===== src/hdl/double_hash_table_engine_assert.svh =====
// Assertion macros used by the hash table engine.
`ifndef DOUBLE_HASH_TABLE_ENGINE_ASSERT_SVH
`define DOUBLE_HASH_TABLE_ENGINE_ASSERT_SVH

// Assert that a condition implies a second condition on the same edge.
`define DHT_ASSERT_IMP(label, clk, rst_n, a, b) \
    label: assert property (@(posedge clk) disable iff (!rst_n) (a) |-> (b)) \
        else $error("assertion failed");

// Assert that a condition implies a second condition on the next edge.
`define DHT_ASSERT_NEXT(label, clk, rst_n, a, b) \
    label: assert property (@(posedge clk) disable iff (!rst_n) (a) |=> (b)) \
        else $error("assertion failed");

`endif


===== src/hdl/dht_pkg.sv =====
package dht_pkg;

    localparam int KEY_BITS = 32;
    localparam int CFG_BITS = 11;
    localparam int SLOT_BITS = 10;

    localparam logic [KEY_BITS-1:0] KEY_FREE = '0;
    localparam logic [KEY_BITS-1:0] KEY_DELETED = '1;

    localparam logic [0:0] CFG_TABLE_SIZE = 1'b0;
    localparam logic [0:0] CFG_MIN_FREE = 1'b1;

    typedef enum logic [1:0] {
        MODE_LOOKUP = 2'd0,
        MODE_INSERT = 2'd1,
        MODE_DELETE = 2'd2,
        MODE_SPARE = 2'd3
    } mode_t;

    typedef enum logic [2:0] {
        ST_DONE = 3'd0,
        ST_NOT_FOUND = 3'd1,
        ST_PRESENT = 3'd2,
        ST_FULL = 3'd3,
        ST_BAD_KEY = 3'd4
    } status_t;

    typedef struct packed {
        logic [1:0] mode;
        logic [31:0] key;
        logic [31:0] write_value;
    } in_word_t;

    typedef struct packed {
        logic [2:0] status;
        logic [31:0] read_value;
        logic [9:0] slot;
        logic rehash_needed;
    } out_word_t;

    typedef enum logic [3:0] {
        S_IDLE,
        S_CLEAR,
        S_MOD1,
        S_MOD2,
        S_READ,
        S_CHECK,
        S_STEP,
        S_WRITE,
        S_DONE
    } state_t;

    typedef struct packed {
        logic start;
        logic [31:0] dividend;
    } div_req_t;

endpackage


===== src/hdl/dht_divider.sv =====
module dht_divider
    import dht_pkg::*;
#(
    parameter int DIV_BITS = 11
)
(
    input  logic                clk,
    input  logic                rst_n,
    input  div_req_t            req,
    input  logic [DIV_BITS-1:0] divisor,
    output logic                done,
    output logic [DIV_BITS-1:0] remainder
);

    localparam int CNT_BITS = $clog2(KEY_BITS + 1);

    logic [KEY_BITS-1:0] quot_reg, quot_next;
    logic [DIV_BITS:0]   rem_reg, rem_next;
    logic [CNT_BITS-1:0] cnt_reg, cnt_next;
    logic                busy_reg, busy_next;
    logic                done_reg, done_next;
    logic [DIV_BITS:0]   trial;

    always_ff @(posedge clk or negedge rst_n)
    begin
        if (!rst_n)
        begin
            busy_reg <= 1'b0;
            done_reg <= 1'b0;
            cnt_reg <= '0;
        end
        else
        begin
            busy_reg <= busy_next;
            done_reg <= done_next;
            cnt_reg <= cnt_next;
        end
    end

    always_ff @(posedge clk)
    begin
        quot_reg <= quot_next;
        rem_reg <= rem_next;
    end

    always_comb
    begin
        quot_next = quot_reg;
        rem_next = rem_reg;
        cnt_next = cnt_reg;
        busy_next = busy_reg;
        done_next = 1'b0;
        trial = {rem_reg[DIV_BITS-1:0], quot_reg[KEY_BITS-1]};
        if (req.start)
        begin
            quot_next = req.dividend;
            rem_next = '0;
            cnt_next = CNT_BITS'(KEY_BITS);
            busy_next = 1'b1;
        end
        else if (busy_reg)
        begin
            quot_next = {quot_reg[KEY_BITS-2:0], 1'b0};
            if (trial >= {1'b0, divisor})
                rem_next = trial - {1'b0, divisor};
            else
                rem_next = trial;
            cnt_next = cnt_reg - 1'b1;
            if (cnt_reg == CNT_BITS'(1))
            begin
                busy_next = 1'b0;
                done_next = 1'b1;
            end
        end
    end

    assign done = done_reg;
    assign remainder = rem_reg[DIV_BITS-1:0];

endmodule


===== config.mk =====
export PLATFORM = sky130hd
export DESIGN_NAME = dht_divider
export DESIGN_NICKNAME = d
export VERILOG_FILES = /design/src/hdl/double_hash_table_engine_assert.svh /design/src/hdl/dht_pkg.sv /design/src/hdl/dht_divider.sv
export SDC_FILE = /design/constraint.sdc
export NUM_CORES = 1
export LEC_CHECK = 0
export BUFFER_PORTS_ARGS = -buffer_cell sky130_fd_sc_hd__buf_2
export CAP_MARGIN = 0
export CELL_PAD_IN_SITES_DETAIL_PLACEMENT = 1
export CELL_PAD_IN_SITES_GLOBAL_PLACEMENT = 2
export CORE_ASPECT_RATIO = 0.9
export CORE_MARGIN = 8
export CORE_UTILIZATION = 39
export CTS_CLUSTER_SIZE = 8
export DETAILED_ROUTE_END_ITERATION = 10
export PLACE_DENSITY = 0.9
export SYNTH_ARGS = -nofsm -noshare
export SYNTH_HDL_FRONTEND = slang
export SYNTH_SLANG_ARGS = --single-unit

===== constraint.sdc =====
create_clock -name clk -period 5.8 [get_ports clk]
set_input_delay 1.16 -clock clk [delete_from_list [all_inputs] [get_ports clk]]
set_output_delay 1.16 -clock clk [all_outputs]
set_load 0.05 [all_outputs]

==> flow_summary.json, run 1 <==
{
  "status": "complete, no violations",
  "antenna_found_initial": 0,
  "synth.distinct_cells": 52,
  "fin_crit_sh": 0.531,
  "required_ns": 6.00,
  "fp-row-count": 30,
  "place.gp.congestion": 0.711,
  "track_usage": 0.134,
  "synth-edff-count": 32,
  "drt-pass1-iter-count": 4,
  "die_y_um": 98.2,
  "die_w_um": 107,
  "synth_nets": 315,
  "p_leak_nw": 1.40,
  "irDropWorstVdd_v": 0.000157,
  "cts_buffer_depth": 2,
  "ys_seq_elements": 51,
  "wl_per_cell_um": 17.1,
  "fmax_mhz": 325,
  "yosys-top-cells-area": "edfxtp_1 (33%), mux2_2 (12%), dfxtp_1 (7.5%)",
  "drt_wl_total_um": 6930,
  "critPathMaxStageDelay_ns": 0.42,
  "ctsResizeCount": 0,
  "initial_core_util": 0.396,
  "cts_root_buf": "clkbuf_8",
  "finClkSkew_ns": 0.0103,
  "worst-slew-pin-transition_ns": 1.20,
  "largest_reg_flops": 32,
  "drtIter0Drc": 74,
  "start_kind": "primary input",
  "grt_max_degree": 53,
  "syn_inst": 255,
  "clock_latency_ns": 0.30,
  "core_um2": 7390,
  "crit_buf_inv": 1,
  "route.detailed.drc": 0,
  "hold_buffers": 0,
  "cap_violations": 0,
  "critPathTopFamily": "compound AO/OA/AOI/OAI gates",
  "io_pins": 58,
  "cts_tree": "yes",
  "critPathCaptureType": "flip-flop",
  "crit_fanout": 11,
  "hp-class": "reg2reg",
  "drive_above_1_share": 0.390,
  "diodes": 0,
  "vias": 2147,
  "netlist.area_leader.share": 0.328,
  "areaGrowthSynthToFinish_pct": 14.7,
  "grt_pass1_vias": 2301,
  "power_density_nw_per_um2": 433,
  "slew_viol_final": 0,
  "clock-sinks": 51,
  "numCtsBuffers": 5,
  "cp_slowest_cell": "o2111a_2",
  "synth_ff_type": "edfxtp_1",
  "post_cts_buffers": 0,
  "rsz0062_at_grt": "no",
  "h-tree-depth": 2,
  "grt_overflow": 0,
  "ys_seq_area_frac": 0.472,
  "post-route-min-period_ns": 3.08,
  "detail-route-antenna-nets": 0,
  "synth_common_cells": "edfxtp_1 (32), mux2_2 (31), nor2_1 (24), inv_1 (18), ha_1 (13)",
  "hold_violations": 0,
  "arrival_ns": 3.28,
  "netlist_area_um2": 2930,
  "num-fill-cells": 835,
  "final_nets": 367,
  "path_class": "in2reg",
  "numPortBuffers": 57,
  "yosysMostFrequentCell": "edfxtp_1",
  "clk_pin_slew_ns": 0.09,
  "die_area_um2": 10500,
  "ys_warn_count": 0,
  "syn_avg_cell_area_um2": 11.5,
  "path_cells": "buf_2, ha_1, fa_1, nand2b_2, o2bb2ai_2, a21oi_4, o2111a_2, nor3_1, a2111oi_2",
  "synthArstFlopShare": 0.157,
  "grt_pass1_wl_um": 11500,
  "dpl.hpwl_um": 5180,
  "setup_viol": 0,
  "power_mw": 1.45,
  "slew-limit-headroom": 0.196,
  "setup_tns_ns": 0,
  "synth_top_cell_by_area": "edfxtp_1",
  "via_per_inst": 5.31
}
## per-layer routing
layer / vias up / wire length [um] / GRT usage
li1: 1043 / - / -
met1: 1059 / 3120 / 0.169
met2: 37 / 3430 / 0.220
met3: 8 / 317 / 0.0362
met4: 0 / 63 / 0.0335
met5: - / 0 / 0
## worst register-to-register path: stages, from the launching register on
cell	delay, ns
edfxtp_1	0.36
inv_1	0.05
ha_1	0.19
fa_1	0.40
nand2b_2	0.21
o2bb2ai_2	0.16
a21oi_4	0.15
o2111a_2	0.42
nor3_1	0.10
a2111oi_2	0.37
## layout by cell type, fill, tap and decap left out, drive strengths merged, types with 7 or more instances in the layout
cell type	netlist	final
buf	9	59
edfxtp	32	32
inv	18	18
mux2	31	31
nor2	24	24
nand3	12	12
o21ai	10	10
dfrtp	8	8
ha	13	13
xnor2	9	9
a311oi	9	9
dfxtp	11	11
a21oi	10	10
clkbuf	5	7
## worst paths after layout
path,start,end,slack (ns),cells past startpoint
hold / removal,rem_reg[2]$_SDFFE_PP0P_,rem_reg[2]$_SDFFE_PP0P_,0.54,2
max in group asynchronous,rst_n,cnt_reg[1]$_DFFE_PN0P_,4.94,1
setup reg to reg,quot_reg[31]$_DFFE_PP_,rem_reg[6]$_SDFFE_PP0P_,3.29,9
setup / recovery,divisor[0],rem_reg[6]$_SDFFE_PP0P_,2.72,9
min in group asynchronous,rst_n,cnt_reg[3]$_DFFE_PN0P_,0.68,1
hold reg to reg,rem_reg[2]$_SDFFE_PP0P_,rem_reg[2]$_SDFFE_PP0P_,0.54,2
## stage by stage
stage | util | instances | setup WS, ns | hold slack [ns] | cell area (um^2)
floorplan | - | 255 | 2.83 | 0.514 | 2930
global placement | 0.443 | 396 | 2.47 | 0.521 | 3280
detailed placement | 0.443 | 396 | 2.41 | 0.531 | 3280
CTS | 0.454 | 404 | 2.73 | 0.546 | 3360
global route | 0.454 | 404 | 2.60 | 0.574 | 3360
finish | 0.454 | 404 | 2.72 | 0.542 | 3360
## where the power goes
part           internal [mW]  leakage [nW]  switching, mW
clock                 0.0846        0.0384          0.113
combinational          0.277         0.838          0.433
sequential             0.474         0.527         0.0710
total                  0.836          1.40          0.617
## final cells by class
cell class                      count  area, um^2  area share
Multi-Input combinational cell    172        1410       0.419
Timing Repair Buffer               59         300      0.0895
Clock buffer                        7        76.3      0.0227
Tap cell                           96         120      0.0358
Sequential cell                    51        1380       0.411
Inverter                           18        67.6      0.0201
Clock inverter                      1        5.00     0.00149
## logic make-up after synthesis
group           share of synthesized area
buf+inv                            0.0475
flops                               0.472
compound gates                      0.153
mux                                 0.119
fa+ha+maj                          0.0624
xor+xnor                           0.0299
simple gates                        0.116
(Power assumes the default switching activity.)
==> inputs of run 2 (changes only) <==
--- a/config.mk
+++ b/config.mk
@@ -11,10 +11,10 @@
 export CELL_PAD_IN_SITES_GLOBAL_PLACEMENT = 2
 export CORE_ASPECT_RATIO = 0.9
 export CORE_MARGIN = 8
-export CORE_UTILIZATION = 39
+export CORE_UTILIZATION = 32
 export CTS_CLUSTER_SIZE = 8
 export DETAILED_ROUTE_END_ITERATION = 10
-export PLACE_DENSITY = 0.9
+export PLACE_DENSITY = 0.79
 export SYNTH_ARGS = -nofsm -noshare
 export SYNTH_HDL_FRONTEND = slang
 export SYNTH_SLANG_ARGS = --single-unit
==> constraint.sdc (replaced) <==
create_clock -name clk -period 2.6 [get_ports clk]
set_input_delay 0.52 -clock clk [delete_from_list [all_inputs] [get_ports clk]]
set_output_delay 0.52 -clock clk [all_outputs]
set_load 0.05 [all_outputs]
==> run 2 against run 1 <==
  * Final cell count rose by 8.9%
  * Largest power group unchanged
  * Clock power rose by 140%
  * Clock skew rose by 0.0018 ns
  * Sequential cell count did not move
  * Highest routed layer unchanged
  * Via count rose by 0.28%
  * Largest cell class unchanged
  * Non-clock buffer count rose by 10
  * First-iteration DRC count rose by 16%
  * Sequential power rose by 120%
  * Power rose by 130%
==> flow_summary.json, run 2 (synthesized netlist as in run 1, its figures left out) <==
{
  "status": "complete, no violations",
  "clk_pin_slew_ns": 0.10,
  "ff_latch_area_um2": 1380,
  "post-route-min-period_ns": 2.41,
  "setup_slack_ns": 0.191,
  "largest_reg_flops": 32,
  "fin_crit_sh": 0.927,
  "track_usage": 0.113,
  "detail-route-antenna-nets": 0,
  "initial_core_util": 0.325,
  "power_density_nw_per_um2": 955,
  "m1WireLength_um": 3210,
  "worst-slew-pin-transition_ns": 0.611,
  "setup_tns_ns": 0,
  "start_kind": "flip-flop",
  "hold_slack_ns": 0.0435,
  "fmax_mhz": 415,
  "hp-class": "in2async",
  "cts_buffer_depth": 2,
  "hold_buffers": 0,
  "final_common_cell": "buf_2",
  "drt_wl_total_um": 6920,
  "route.detailed.drc": 0,
  "diodes": 0,
  "drive_above_1_share": 0.415,
  "finClkSkew_ns": 0.0121,
  "crit_fanout": 6,
  "grt_pass1_vias": 2286,
  "p_leak_nw": 1.46,
  "place_ws_ns": 0.00119,
  "h-tree-depth": 2,
  "ctsResizeCount": 0,
  "io_pins": 58,
  "num-fill-cells": 1044,
  "clock-sinks": 51,
  "multi_input_area_um2": 1410,
  "slew_viol_final": 0,
  "placed_cell_area_um2": 3400,
  "antenna_found_initial": 0,
  "die_area_um2": 12500,
  "numCtsBuffers": 5,
  "setup_viol": 0,
  "rsz0062_at_grt": "no",
  "wl_per_cell_um": 15.7,
  "final_area_um2": 3490,
  "hold_violations": 0,
  "arrival_ns": 2.62,
  "numPortBuffers": 57,
  "slew-limit-headroom": 0.587,
  "post-route-util": 0.388,
  "areaGrowthSynthToFinish_pct": 19.2,
  "cts_tree": "yes",
  "die_y_um": 107,
  "grt_max_degree": 27,
  "cap_violations": 0,
  "via_per_inst": 4.89,
  "dpl.hpwl_um": 5390,
  "critPathCaptureType": "flip-flop",
  "topRoutingLayerUsed": "met4",
  "vias": 2153,
  "drtIter0Drc": 86,
  "post_cts_buffers": 0,
  "core_um2": 9000,
  "grt_pass1_wl_um": 11300,
  "final_nets": 377,
  "place.gp.congestion": 0.781,
  "wl_met2_um": 3330,
  "grt_overflow": 0,
  "fp-row-count": 33,
  "route.met3.wl_um": 324,
  "clock_latency_ns": 0.31,
  "cts_root_buf": "clkbuf_8",
  "die_w_um": 117,
  "irDropWorstVdd_v": 0.000308,
  "drt-pass1-iter-count": 4,
  "path_class": "reg2reg",
  "required_ns": 2.81,
  "final_cell_mix": "buf_2 (57), edfxtp_1 (32), mux2_2 (31), nor2_1 (24), inv_1 (18)"
}
-- run 2: path summary, 6_finish.rpt --
path	startpoint	end	slack, ns	cells after the start
setup / recovery	quot_reg[31]$_DFFE_PP_	rem_reg[5]$_SDFFE_PP0P_	0.19	10
hold / removal	rst_n	cnt_reg[5]$_DFFE_PN0P_	0.04	1
setup reg to reg	quot_reg[31]$_DFFE_PP_	rem_reg[5]$_SDFFE_PP0P_	0.19	10
hold reg to reg	rem_reg[2]$_SDFFE_PP0P_	rem_reg[2]$_SDFFE_PP0P_	0.54	2
max in group asynchronous	rst_n	busy_reg$_DFF_PN0_	2.39	1
min in group clk	req[0]	quot_reg[0]$_SDFFCE_PN0P_	0.49	2
-- run 2: through the flow --
step | total power, mW | cells
2_1_floorplan | 2.45 | 255
3_3_place_gp | 2.85 | 432
3_5_place_dp | 2.88 | 432
4_1_cts | 3.37 | 440
5_1_grt | 3.57 | 440
6_report | 3.33 | 440
-- run 2: area by class of cell --
| type | instances | share of cell area |
|---|---|---|
| Tap cell | 122 | 0.0437 |
| Clock inverter | 3 | 0.00717 |
| Clock buffer | 5 | 0.0197 |
| Inverter | 18 | 0.0194 |
| Sequential cell | 51 | 0.396 |
| Multi-Input combinational cell | 172 | 0.403 |
| Timing Repair Buffer | 69 | 0.111 |
-- run 2: power breakdown --
group / switching, mW / internal, mW / leakage [nW]
sequential: 0.149 / 1.06 / 0.527
combinational: 0.988 / 0.658 / 0.891
clock: 0.284 / 0.197 / 0.0452
total: 1.42 / 1.91 / 1.46
-- run 2: routing by layer --
metal | GRT usage | vias to the layer above
met3 | 0.0326 | 6
met1 | 0.145 | 1042
met5 | 0 | -
met4 | 0.0237 | 0
li1 | - | 1071
met2 | 0.184 | 34
-- run 2: critical path: stages, from the launching register on --
cell and delay (ns):
edfxtp_1 0.38, inv_1 0.06, ha_1 0.21, fa_1 0.40
nand2b_2 0.21, o2bb2ai_2 0.16, a21oi_4 0.16, o2111a_2 0.23
buf_4 0.18, o21ai_2 0.06, a311oi_1 0.27
==> inputs of run 3 (changes only) <==
--- a/config.mk
+++ b/config.mk
@@ -15,6 +15,7 @@
 export CTS_CLUSTER_SIZE = 8
 export DETAILED_ROUTE_END_ITERATION = 10
 export PLACE_DENSITY = 0.79
+export RECOVER_POWER = 25
 export SYNTH_ARGS = -nofsm -noshare
 export SYNTH_HDL_FRONTEND = slang
 export SYNTH_SLANG_ARGS = --single-unit
==> run 3 against run 2 <==
  * Combinational power barely moved
  * Sequential share of layout area rose by 0.10 points
  * Non-clock buffer count did not move
  * Critical path type unchanged
  * Critical endpoint unchanged
==> flow_summary.json, run 3 (synthesized netlist as in run 1, its figures left out) <==
{
  "hp-class": "in2async",
  "arrival_ns": 2.62,
  "numPortBuffers": 57,
  "cts_buffer_depth": 2,
  "setup_viol": 0,
  "post-route-min-period_ns": 2.41,
  "path_class": "reg2reg",
  "slew-limit-headroom": 0.179,
  "clock-sinks": 51,
  "hold_buffers": 0,
  "worst-slew-pin-transition_ns": 1.23,
  "h-tree-depth": 2,
  "status": "complete, no violations",
  "slew_viol_final": 0,
  "post_cts_buffers": 0,
  "start_kind": "flip-flop",
  "wl_per_cell_um": 15.7,
  "track_usage": 0.113,
  "critPathCaptureType": "flip-flop",
  "cts_root_buf": "clkbuf_8",
  "p_leak_nw": 1.45,
  "final_nets": 377,
  "final_cell_mix": "buf_2 (55), edfxtp_1 (32), mux2_2 (31), nor2_1 (24), inv_1 (18)",
  "initial_core_util": 0.325,
  "ctsResizeCount": 0,
  "setup_tns_ns": 0,
  "detail-route-antenna-nets": 0,
  "antenna_found_initial": 0,
  "irDropWorstVdd_v": 0.000307,
  "route.detailed.drc": 0,
  "cap_violations": 0,
  "place.gp.congestion": 0.781,
  "power_density_nw_per_um2": 957,
  "cts_tree": "yes",
  "dpl.hpwl_um": 5390,
  "via_per_inst": 4.90,
  "grt_overflow": 0,
  "drtIter0Drc": 86,
  "drt_wl_total_um": 6920,
  "io_pins": 58,
  "required_ns": 2.81,
  "die_w_um": 117,
  "diodes": 0,
  "numCtsBuffers": 5,
  "drive_above_1_share": 0.406,
  "fmax_mhz": 414,
  "die_area_um2": 12500,
  "grt_pass1_wl_um": 11300,
  "core_um2": 9000,
  "crit_fanout": 6,
  "rsz0062_at_grt": "no",
  "clock_latency_ns": 0.31,
  "fp-row-count": 33,
  "hold_slack_ns": 0.121,
  "clk_pin_slew_ns": 0.10,
  "final_common_cell": "buf_2",
  "vias": 2158,
  "drt-pass1-iter-count": 4,
  "hold_violations": 0,
  "grt_max_degree": 27,
  "num-fill-cells": 1044,
  "areaGrowthSynthToFinish_pct": 18.9,
  "die_y_um": 107,
  "finClkSkew_ns": 0.0107,
  "grt_pass1_vias": 2286,
  "fin_crit_sh": 0.929,
  "largest_reg_flops": 32
}
run 3: cell count changes in the layout (fill, tap and decap cells not counted):
cell      before  now
clkbuf_1       0    3
buf_4         11    9
buf_2         57   55
clkbuf_2       0    1
run 3: path summary, 6_finish.rpt:
| kind | depth (start not counted) | startpoint | endpoint | slack [ns] |
|---|---|---|---|---|
| min | 1 | rst_n | cnt_reg[5]$_DFFE_PN0P_ | 0.12 |
| min reg2reg | 2 | rem_reg[2]$_SDFFE_PP0P_ | rem_reg[2]$_SDFFE_PP0P_ | 0.54 |
| max reg2reg | 10 | quot_reg[31]$_DFFE_PP_ | rem_reg[5]$_SDFFE_PP0P_ | 0.19 |
| max in group asynchronous | 1 | rst_n | busy_reg$_DFF_PN0_ | 2.18 |
| min in group clk | 2 | req[0] | quot_reg[0]$_SDFFCE_PN0P_ | 0.49 |
| max | 10 | quot_reg[31]$_DFFE_PP_ | rem_reg[5]$_SDFFE_PP0P_ | 0.19 |
run 3: worst max-delay path, cell delays in order (launching register included):
cell and delay, ns:
edfxtp_1 0.38, inv_1 0.06, ha_1 0.21, fa_1 0.40, nand2b_2 0.21, o2bb2ai_2 0.16, a21oi_4 0.16, o2111a_2 0.23
buf_4 0.18, o21ai_2 0.06, a311oi_1 0.27
run 3: where the power goes:
part,leakage (nW),total [mW],internal [mW],switching [mW]
clock,0.0452,0.480,0.197,0.283
combinational,0.882,1.64,0.657,0.988
sequential,0.527,1.21,1.06,0.149
run 3: routing by layer:
layer,part of all wire,global-route usage
met1,0.46,0.145
met2,0.48,0.184
met3,0.047,0.0326
met4,0.0091,0.0237
met5,0,0
run 3: cell type report:
cell class / count / area, um^2 / share of cell area
inverter: 18 / 67.6 / 0.0194
timing repair buffer: 69 / 379 / 0.109
clock buffer: 5 / 68.8 / 0.0198
multi-input combinational: 172 / 1410 / 0.404
tap: 122 / 153 / 0.0439
clock inverter: 3 / 25.0 / 0.00719
sequential: 51 / 1380 / 0.397
run 3: metrics by stage:
| stage | instances | power [mW] | util | setup slack (ns) | instance area, um^2 |
|---|---|---|---|---|---|
| after global routing | 440 | 3.57 | 0.387 | 0.0374 | 3480 |
| after CTS | 440 | 3.37 | 0.388 | 0.181 | 3490 |
| after floorplan | 255 | 2.45 | - | 0.157 | 2930 |
| after global placement | 432 | 2.85 | 0.377 | 0.0964 | 3400 |
| final | 440 | 3.33 | 0.387 | 0.185 | 3480 |
| after detailed placement | 432 | 2.88 | 0.377 | 0.00119 | 3400 |
